**src/lpht_pkg.sv**
```systemverilog
package lpht_pkg;

  localparam int KEY_W          = 31;
  localparam int CFG_W          = 9;
  localparam int FUNC_W         = 2;
  localparam int STATUS_W       = 2;
  localparam int MARK_W         = 2;
  localparam int SLOT_OUT_W     = 8;
  localparam int SLOTS_DEF      = 256;
  localparam int VALUE_BITS_DEF = 16;

  localparam logic [CFG_W-1:0] CFG_RESET = 9'd256;

  localparam logic [FUNC_W-1:0] FUNC_INSERT = 2'd0;
  localparam logic [FUNC_W-1:0] FUNC_DELETE = 2'd1;
  localparam logic [FUNC_W-1:0] FUNC_SEARCH = 2'd2;

  localparam logic [STATUS_W-1:0] STATUS_OK   = 2'd0;
  localparam logic [STATUS_W-1:0] STATUS_MISS = 2'd1;
  localparam logic [STATUS_W-1:0] STATUS_FULL = 2'd2;

  localparam logic [MARK_W-1:0] MARK_EMPTY = 2'd0;
  localparam logic [MARK_W-1:0] MARK_USED  = 2'd1;
  localparam logic [MARK_W-1:0] MARK_GONE  = 2'd2;

endpackage

```
**src/lpht_mod.sv**
```systemverilog
module lpht_mod
  import lpht_pkg::*;
(
  input  logic             clk,
  input  logic             rst,
  input  logic             start,
  input  logic [KEY_W-1:0] dividend,
  input  logic [CFG_W-1:0] modulus,
  output logic             done,
  output logic [CFG_W-1:0] remainder
);

  localparam int CNT_W = $clog2(KEY_W);

  logic             active;
  logic [CNT_W-1:0] cnt;
  logic [KEY_W-1:0] shreg;
  logic [CFG_W:0]   trial;

  assign trial = {remainder, shreg[KEY_W-1]};

  always_ff @(posedge clk) begin
    if (rst) begin
      active <= 1'b0;
      done   <= 1'b0;
      cnt    <= '0;
    end else begin
      done <= 1'b0;
      if (start) begin
        active <= 1'b1;
        cnt    <= CNT_W'(KEY_W - 1);
      end else if (active) begin
        cnt <= cnt - 1'b1;
        if (cnt == '0) begin
          active <= 1'b0;
          done   <= 1'b1;
        end
      end
    end
  end

  // restoring remainder, one key bit per cycle, msb first
  always_ff @(posedge clk) begin
    if (start) begin
      shreg     <= dividend;
      remainder <= '0;
    end else if (active) begin
      shreg <= shreg << 1;
      if (trial >= {1'b0, modulus}) begin
        remainder <= CFG_W'(trial - {1'b0, modulus});
      end else begin
        remainder <= CFG_W'(trial);
      end
    end
  end

endmodule

```
**config.mk**
```make
export PLATFORM = sky130hd
export DESIGN_NAME = lpht_mod
export DESIGN_NICKNAME = d
export VERILOG_FILES = /design/src/lpht_pkg.sv /design/src/lpht_mod.sv
export SDC_FILE = /design/constraint.sdc
export NUM_CORES = 1
export LEC_CHECK = 0
export BUFFER_PORTS_ARGS = -buffer_cell sky130_fd_sc_hd__buf_2
export CORE_MARGIN = 2
export CORE_UTILIZATION = 40
export DETAILED_ROUTE_END_ITERATION = 16
export PLACE_DENSITY = 0.69
export SLEW_MARGIN = 20
export SYNTH_ARGS = -nofsm -noshare
export SYNTH_HDL_FRONTEND = slang
export SYNTH_SLANG_ARGS = --single-unit
```
**constraint.sdc**
```tcl
create_clock -name clk -period 3.1 [get_ports clk]
set_input_delay 0.465 -clock clk [delete_from_list [all_inputs] [get_ports clk]]
set_output_delay 0.465 -clock clk [all_outputs]
set_load 0.03 [all_outputs]
```
* Word-level counts from Yosys, hierarchy flattened
Index checks and enable logic that the tools add are counted.
** Operators by class
- $add $sub $neg :: 2
- Order comparisons :: 1
- Multiplexer cells :: 9
- Bitwise operators :: 1
- Reductions and logical operators :: 4
** Operators by type and width (count)
- $mux 31 :: 2
- $ge 10x9->1 :: 1
- $mux 5 :: 2
- $mux 9 :: 1
- $sub 9x9->9 :: 1
- $logic_not 5->1 :: 1
- $sub 5x1->5 const B :: 1
- $mux 1 :: 4
- $reduce_or 3->1 :: 1
- $reduce_bool 2->1 :: 1
- $reduce_or 2->1 :: 1
- $not 1->1 :: 1
** Storage, ports and cells
- Flip-flop bits (word level) :: 47

* Logic depth before layout (Yosys ltp)
Gate-level depths: netlist of run 1.
- Depth in word-level cells :: 4
- Gate-level depth with buffers :: 10
- Mapped depth without buffers :: 9

* Least setup slack after synthesis of run 1
OpenSTA, ideal clock, no wires.
- Kind :: input -> register
- Start point :: input modulus[0]
- End point :: register remainder[2]
- Setup time :: 0.117 ns
- Data arrival time :: 2.292 ns
- Slack :: 0.690 ns
- Stages :: 9
- Buffers on the path :: 1
- Path through :: ha_1 inv_1 fa_1 a21o_1 a221oi_4 o22ai_2 buf_6 or3_1 a32o_1
** Between the ends
- Word-level cells in the longest chain between the ends :: 2
- Elaborated cells between the ends (all ways) :: 3
- Those cells by class :: 1 x add/sub; 1 x order compare; 1 x mux
** RTL lines
- from (decl) :: line lpht_mod.sv:8 : input logic [CFG_W-1:0] modulus,
- $sub 9x9->9 / $ge 10x9->1 (equally long branches) :: line lpht_mod.sv:50, lpht_mod.sv:49
- $mux 9 (*) :: line lpht_mod.sv:49 : if (trial >= {1'b0, modulus}) begin
- to (signal assigned) :: line lpht_mod.sv:50 : remainder <= CFG_W'(trial - {1'b0, modulus});
- to (signal assigned) :: line lpht_mod.sv:52 : remainder <= CFG_W'(trial);
- to (decl) :: line lpht_mod.sv:10 : output logic [CFG_W-1:0] remainder
Every way passes the cells marked *; elsewhere a longest branch is shown, timed or not.
A chain may end at the register's enable or synchronous reset.

* Final worst setup path of run 1
- Start point :: register shreg[30]
- End point :: register remainder[5]
** Between the ends
- Word-level cells in the longest chain between the ends :: 2
- Elaborated cells between the ends (all ways) :: 3
- Those cells by class :: 1 x add/sub; 1 x order compare; 1 x mux
** RTL lines
- from (decl) :: line lpht_mod.sv:17 : logic [KEY_W-1:0] shreg;
- from (signal assigned) :: line lpht_mod.sv:45 : shreg <= dividend;
- from (signal assigned) :: line lpht_mod.sv:48 : shreg <= shreg << 1;
- $sub 9x9->9 / $ge 10x9->1 (equally long branches) :: line lpht_mod.sv:50, lpht_mod.sv:49
- $mux 9 (*) :: line lpht_mod.sv:49
Marked as above.

==> results of run 1 <==
## worst max-delay path, cell delays in order, from the launching register on
cell      delay [ps]
edfxtp_1         420
inv_1             80
ha_1             150
inv_1             60
fa_1             400
a21o_1           220
a221oi_4         290
o22ai_2          230
or2_0            380
a221o_1          330
## routing by layer
layer  vias to the layer above  track usage [%]  share of wire, %
met1                       801            18.54                49
li1                        882                -                 -
met2                        34            21.77                46
met5                         -                0                 0
met4                         0            3.726              0.83
met3                         4            3.579               3.6
## metrics by stage
stage                     cells  worst slack (ps)
after detailed placement    332             359.3
after floorplan             214             690.2
after global placement      332             417.7
final                       340             436.3
after global routing        340             288.8
after CTS                   340             430.7
## cells by family (layout without fill, tap and decap cells)
kind of cell | after synthesis | count (layout)
and+or+nand+nor | 51 | 51
DFF | 47 | 47
AOI/OAI and AO/OA | 35 | 35
muxes | 32 | 32
buffers and inverters | 30 | 81
adders and majority gates | 11 | 11
xor gates and xnor gates | 8 | 8
## placed cells by master, fill, tap and decap left out, types with 2 or more instances in the layout
master	instances
edfxtp_1	31
clkinv_2	2
o21ai_0	3
a311oi_1	4
o211ai_1	2
xor2_1	3
buf_4	3
or3_1	3
mux2_2	30
o21bai_1	4
clkbuf_8	5
nor2_1	14
nor4b_1	5
nand3b_1	3
xnor2_1	5
a21o_1	2
nand2b_1	2
a21oi_1	9
mux2i_1	2
ha_1	10
nand2_1	10
o31ai_1	3
dfxtp_1	16
nor3_1	6
nand3_1	2
buf_2	52
inv_1	18
## where the power goes
group,switching [uW],internal (uW),leakage [uW],total [uW]
Sequential,28.2,735,0.000444,763
Combinational,131,122,0.000730,253
Clock,208,159,0.0000483,367
## sequential cells by signal, indices dropped and copies added, names as in the netlist
name,count
shreg,31
active,1
cnt,5
remainder,9
done,1
## path summary, 6_finish.rpt
check,start,end,slack (ps),cells after the start
worst max-delay path,shreg[30],remainder[5],440,9
worst min-delay path,rst,cnt[4],420,2
worst max register to register,shreg[30],remainder[5],440,9
worst min register to register,cnt[4],done,490,1
## layout make-up
type                    instances  area (um^2)  share of cell area (%)
clock buffers                   5        68.82                   2.376
clock inverters                 3        18.77                  0.6479
inverters                      18        67.56                   2.333
multi-input cells             137         1114                   38.44
flip-flops and latches         47         1251                   43.20
well taps                      75        93.84                   3.240
repair buffers                 55        282.8                   9.762
==> impl_metrics.ini, run 1 <==
[synth]
synth_edf_count = 31
synth_flop_cell = edfxtp_1
synth.distinct_cells = 42
syn_area_um2 = 2490
synth.top_cell.area_share_pct = 37.39
muxShareOfSynthArea_pct = 14.37
yosys.area_share.xor_xnor_pct = 2.814
ys_seq_elements = 47
ys_top_cells_by_area = edfxtp_1, mux2_2, dfxtp_1
synthArstFlopShare_pct = 0
synth_compound_gate_area_share_pct = 11.01
yosysMostFrequentCell = edfxtp_1
avgSynthCellArea_um2 = 11.63
ys_warn_count = 0
synth_fp_nets = 268
yosys-top-cells-count = edfxtp_1, mux2_2, inv_1
synthesis.instances = 214
synth-adder-area-share_pct = 5.829
synth_top_cell_by_area = edfxtp_1
synthSimpleGateAreaFrac_pct = 10.70
synth_top_family_by_area = multiplexers
yosysSeqAreaShare_pct = 50.25

[setup_path]
start_kind = flip-flop
crit_type = reg2reg
cp.arrival_ps = 2850
cp_max_fo = 11
crit_required_ps = 3290
end_kind = flip-flop

[clock_network]
ctsRootBufferMaster = clkbuf_8
insertion_delay_ps = 290
cts_buffers = 5
postCtsResizedCells = 0
clock_sinks = 47
postCtsSetupBuffers = 0
clk_pin_slew_ps = 90
cts_max_path_buffers = 2
cts_tree = built
cts-hold-fix-buffers = 0
h-tree-depth = 2

[timing]
period_minus_slack_ps = 2664
slew_headroom_pct = 61.77
skew_ps = 9.039
tns_ps = 0
fmax_mhz = 375.4
maxSlewViolCount = 0
timing.final.crit_share_pct = 85.93
grt_setup_unrepaired = false
worst_pin_slew_ps = 572.7
hold_ws_ps = 421.1
setup_viol = 0
hold_viol_final = 0

[final_layout]
fin_nets = 318
fin_util_pct = 48.63
n_fill_cell = 550
diodes = 0
area_delta_synth_final_pct = 16.33
fin_area_um2 = 2897
drive_gt1_share_pct = 36.23

[global_routing]
grt_pass1_vias = 1692
antenna_found_initial = 0
grt_max_degree = 35
grt-ovfl-total = 0
grt_usage_pct = 13.68
grt_pass1_wl_um = 7707

[detailed_routing]
drtIter0Drc = 87
first_pass_iters = 4
drc_errors = 0
vias = 1721
routed_via_density = 5.062
routed_wirelength_um = 4598
ant_nets = 0
routedWlPerCell_um = 13.52

[floorplanning]
rows = 28
die_area_um2 = 6872
die_w_um = 82.90
start_util_pct = 41.81
die_h_um = 82.90
ios = 53
core_um2 = 5956

[placement]
place_area_um2 = 2809
gp_congestion = 0.8436
dpl.hpwl_um = 3368
io_buffers = 52

[worst_hold_path]
min_path_type = in2reg

[power]
leakage_uw = 0.001222
power_density_nw_per_um2 = 477.6
p_total_uw = 1383
ir_worst_vdd_v = 0.0002631

[run]
cap_violations = 0

[status]
status = complete, no violations
Power figures use the tool's default switching activity.
==> inputs of run 2 (changes only) <==
- CORE_ASPECT_RATIO: unset -> 1.1
==> run 2 against run 1 <==
Effect of this change: via count is 0.23% lower; maximum frequency is 0.37% lower; non-clock buffer count stayed put; count of clock-buffer cells in the layout stayed put; critical path depth stayed put; cell count is 1.5% higher; largest power group unchanged.
==> impl_metrics.ini, run 2 (synthesis gave the netlist of run 1 again) <==
[final_layout]
top_register = shreg
diodes = 0
top_regs = shreg x31, remainder x9, cnt x5
area_delta_synth_final_pct = 17.39
fin_cells = 345
layout_common_cells = buf_2, edfxtp_1, mux2_2
drive_gt1_share_pct = 35.85
n_fill_cell = 603
largest_reg_flops = 31
final_common_cell = buf_2
fin_nets = 318

[setup_path]
cp_max_fo = 11
rrSetupSlack_ps = 430
rr_startpoint = shreg[30]
cp.arrival_ps = 2860
crit_required_ps = 3280
end_kind = flip-flop
start_kind = flip-flop
crit_type = reg2reg
r2r-end = remainder[5]
reg2reg_depth = 9

[floorplanning]
die_area_um2 = 6873
start_util_pct = 40.95
die_h_um = 86.75
rows = 30
die_w_um = 79.23
core_um2 = 6081
ios = 53

[clock_network]
h-tree-depth = 2
clock_sinks = 47
insertion_delay_ps = 290
cts-hold-fix-buffers = 0
clk_pin_slew_ps = 80
cts_max_path_buffers = 2
cts_buffers = 5
postCtsResizedCells = 0
ctsRootBufferMaster = clkbuf_8
postCtsSetupBuffers = 0
cts_tree = built

[global_routing]
grt_pass1_vias = 1568
grt_usage_pct = 13.14
grt_pass1_wl_um = 7155
grt_max_degree = 32
antenna_found_initial = 0
grt-ovfl-total = 0

[detailed_routing]
routed_via_density = 4.977
routedWlPerCell_um = 12.90
first_pass_iters = 4
routed_wirelength_um = 4452
ant_nets = 0
vias = 1717
drtIter0Drc = 102
drc_errors = 0

[status]
status = complete, no violations

[timing]
tns_ps = 0
slew_headroom_pct = 59.40
grt_setup_unrepaired = false
hold_viol_final = 0
setup_viol = 0
worst_pin_slew_ps = 608.2
skew_ps = 3.258
period_minus_slack_ps = 2674
timing.final.crit_share_pct = 86.24
fmax_mhz = 374.0
maxSlewViolCount = 0

[placement]
io_buffers = 52
dpl.hpwl_um = 3241
placed_cells = 337
gp_congestion = 0.8515

[power]
ir_worst_vdd_v = 0.0003254
leakage_uw = 0.001229
power_density_nw_per_um2 = 494.7

[worst_hold_path]
min_path_type = in2reg
worstHoldStart = rst
min_to = cnt[4]
worstHoldPathCells = 2

[run]
cap_violations = 0
## run 2: cell types whose count changed in the layout (fill, tap and decap cells not counted)
cell	previous run	this run
clkinv_1	0	1
clkinv_2	2	1
inv_6	1	0
bufinv_16	0	1
## run 2: how the worst max path moves through the flow
stage	startpoint	end	slack, ps	cells past startpoint
floorplan	modulus[0]	remainder[2]	690	9
global placement	modulus[0]	remainder[5]	410	9
detailed placement	modulus[0]	remainder[5]	350	9
CTS	shreg[30]	remainder[5]	410	9
global route	shreg[30]	remainder[5]	260	9
finish	shreg[30]	remainder[5]	430	9
## run 2: layout make-up
cell class,count,area [um^2],share of cell area [%]
well taps,80,100.1,3.425
inverters,18,67.56,2.312
clock inverters,3,38.79,1.327
repair buffers,55,282.8,9.675
multi-input cells,137,1114,38.10
clock buffers,5,68.82,2.354
flip-flops and latches,47,1251,42.81
## run 2: per-stage QoR
step / total power [uW] / cell area [um^2] / worst slack (ps) / hold slack (ps) / util, %
floorplan: 959.4 / 2490 / 690.2 / 433.0 / -
global placement: 1025 / 2815 / 413.4 / 459.0 / 46.30
detailed placement: 1031 / 2815 / 349.5 / 464.7 / 46.30
CTS: 1465 / 2923 / 414.6 / 408.4 / 48.07
global route: 1521 / 2923 / 262.1 / 411.7 / 48.07
finish: 1446 / 2923 / 426.5 / 420.9 / 48.07
## run 2: power breakdown
part,switching [uW],internal [uW]
registers,28.5,735
logic,130,122
clock network,194,236
total,353,1090
## run 2: critical path, stage by stage (launching register included)
cell and delay, ps:
edfxtp_1 410, inv_1 70, ha_1 150, inv_1 50
fa_1 400, a21o_1 220, a221oi_4 300, o22ai_2 240
or2_0 400, a221o_1 340
## run 2: per-layer routing
metal	vias to the layer above	share of wire, %	track usage, %	wire [um]
met5	-	0	0	0
met4	0	0.92	2.821	41
met3	5	4.5	3.958	200
met2	33	48	21.34	2141
met1	799	46	17.44	2069
li1	880	-	-	-
==> inputs of run 3 (changes only) <==
- TNS_END_PERCENT: unset -> 5
- clock period: 3.1 -> 3.5 ns (I/O delays scaled with it)
==> run 3 against run 2 <==
Effect of this change: sequential power down 12%; sequential share of layout area down 0.26 points; power down 6.2%; clock power up 6.7%; non-clock buffer count down 1; worst hold slack better by 54 ps; critical endpoint unchanged; highest routed layer unchanged.
==> impl_metrics.ini, run 3 (synthesis gave the netlist of run 1 again) <==
[status]
status = complete, no violations

[run]
cap_violations = 0

[final_layout]
top_regs = shreg x31, remainder x9, cnt x5
area_delta_synth_final_pct = 18.09
fin_util_pct = 48.35
n_fill_cell = 601
final_common_cell = buf_2
layout_common_cells = buf_2, edfxtp_1, mux2_2
top_register = shreg
drive_gt1_share_pct = 35.61
largest_reg_flops = 31
fin_nets = 317
diodes = 0

[clock_network]
h-tree-depth = 2
ctsRootBufferMaster = clkbuf_8
cts_buffers = 5
clk_pin_slew_ps = 90
clock_sinks = 47
insertion_delay_ps = 300
postCtsSetupBuffers = 0
postCtsResizedCells = 0
cts_max_path_buffers = 2
cts_tree = built
cts-hold-fix-buffers = 0

[floorplanning]
rows = 30
ios = 53
die_area_um2 = 6873
start_util_pct = 40.95
die_w_um = 79.23
core_um2 = 6081
die_h_um = 86.75

[detailed_routing]
drtIter0Drc = 92
routedWlPerCell_um = 13.01
routed_via_density = 5.012
drc_errors = 0
routed_wirelength_um = 4477
vias = 1724
ant_nets = 0
first_pass_iters = 4

[setup_path]
cp_max_fo = 11
crit_required_ps = 3690
crit_type = reg2reg
crit_chain = inv_1 > ha_1 > inv_1 > fa_1 > a21o_1 > a221oi_4 > o22ai_2 > or2_0 > a221o_1
cpPeakStageDelay_ps = 400
critPathSlowestCell = edfxtp_1
end_kind = flip-flop
start_kind = flip-flop
path_delay_family = compound AO/OA/AOI/OAI gates
critPathBufInv = 2
cp.arrival_ps = 2860
cpMostUsedCell = inv_1

[timing]
fin_ws_ps = 835.5
worst_pin_slew_ps = 830.6
maxSlewViolCount = 0
period_minus_slack_ps = 2664
hold_viol_final = 0
hold_ws_ps = 475.2
slew_headroom_pct = 44.63
fmax_mhz = 375.3
tns_ps = 0
timing.final.crit_share_pct = 76.13
grt_setup_unrepaired = false
skew_ps = 7.956
setup_viol = 0

[power]
sw_frac_of_total_pct = 23.06
pwr-share-comb_pct = 16.3
leakage_uw = 0.001234
seq_power_share_pct = 49.8
clkPwrFrac_pct = 33.8
power_density_nw_per_um2 = 461.5
p_int_uw = 1044
p_sw_uw = 312.9
ir_worst_vdd_v = 0.0002527

[placement]
gp_congestion = 0.8006
dpl.hpwl_um = 3279
pre_cts_slack_ps = 687.2
io_buffers = 52

[global_routing]
grt_pass1_vias = 1632
grt-ovfl-total = 0
grt_usage_pct = 13.99
grt_max_degree = 45
grt_pass1_wl_um = 7548
antenna_found_initial = 0

[worst_hold_path]
min_path_type = in2reg
run 3: worst paths after layout:
kind                 from            to  slack, ps  cells after the start
max reg2reg     shreg[30]  remainder[5]        840                      9
min reg2reg  remainder[8]  remainder[8]        480                      2
max             shreg[30]  remainder[5]        840                      9
min                   rst        cnt[2]        480                      2
run 3: metal layers:
| layer | global-route usage, % | wire length, um |
|---|---|---|
| met1 | 18.21 | 1962 |
| met4 | 4.702 | 72 |
| met5 | 0 | 0 |
| met2 | 22.50 | 2196 |
| met3 | 3.958 | 245 |
run 3: through the flow:
step	instance area, um^2	instances	power, uW
floorplan	2490	214	849.8
global placement	2808	336	906.5
detailed placement	2808	336	912.2
CTS	2940	344	1378
global route	2940	344	1426
finish	2940	344	1357
run 3: power by group through the flow:
stage / Combinational [uW] / Clock, uW / Sequential (uW)
after CTS: 224 / 476 / 677
final: 221 / 459 / 676
after global placement: 219 / 0 / 687
after global routing: 250 / 492 / 684
after detailed placement: 223 / 0 / 690
after floorplan: 160 / 0 / 690
run 3: layout make-up:
class	instances	area [um^2]	share of cell area, %
clock buffers	6	72.57	2.468
multi-input cells	137	1114	37.87
well taps	80	100.1	3.404
clock inverters	2	60.06	2.043
flip-flops and latches	47	1251	42.55
repair buffers	54	275.3	9.362
inverters	18	67.56	2.298
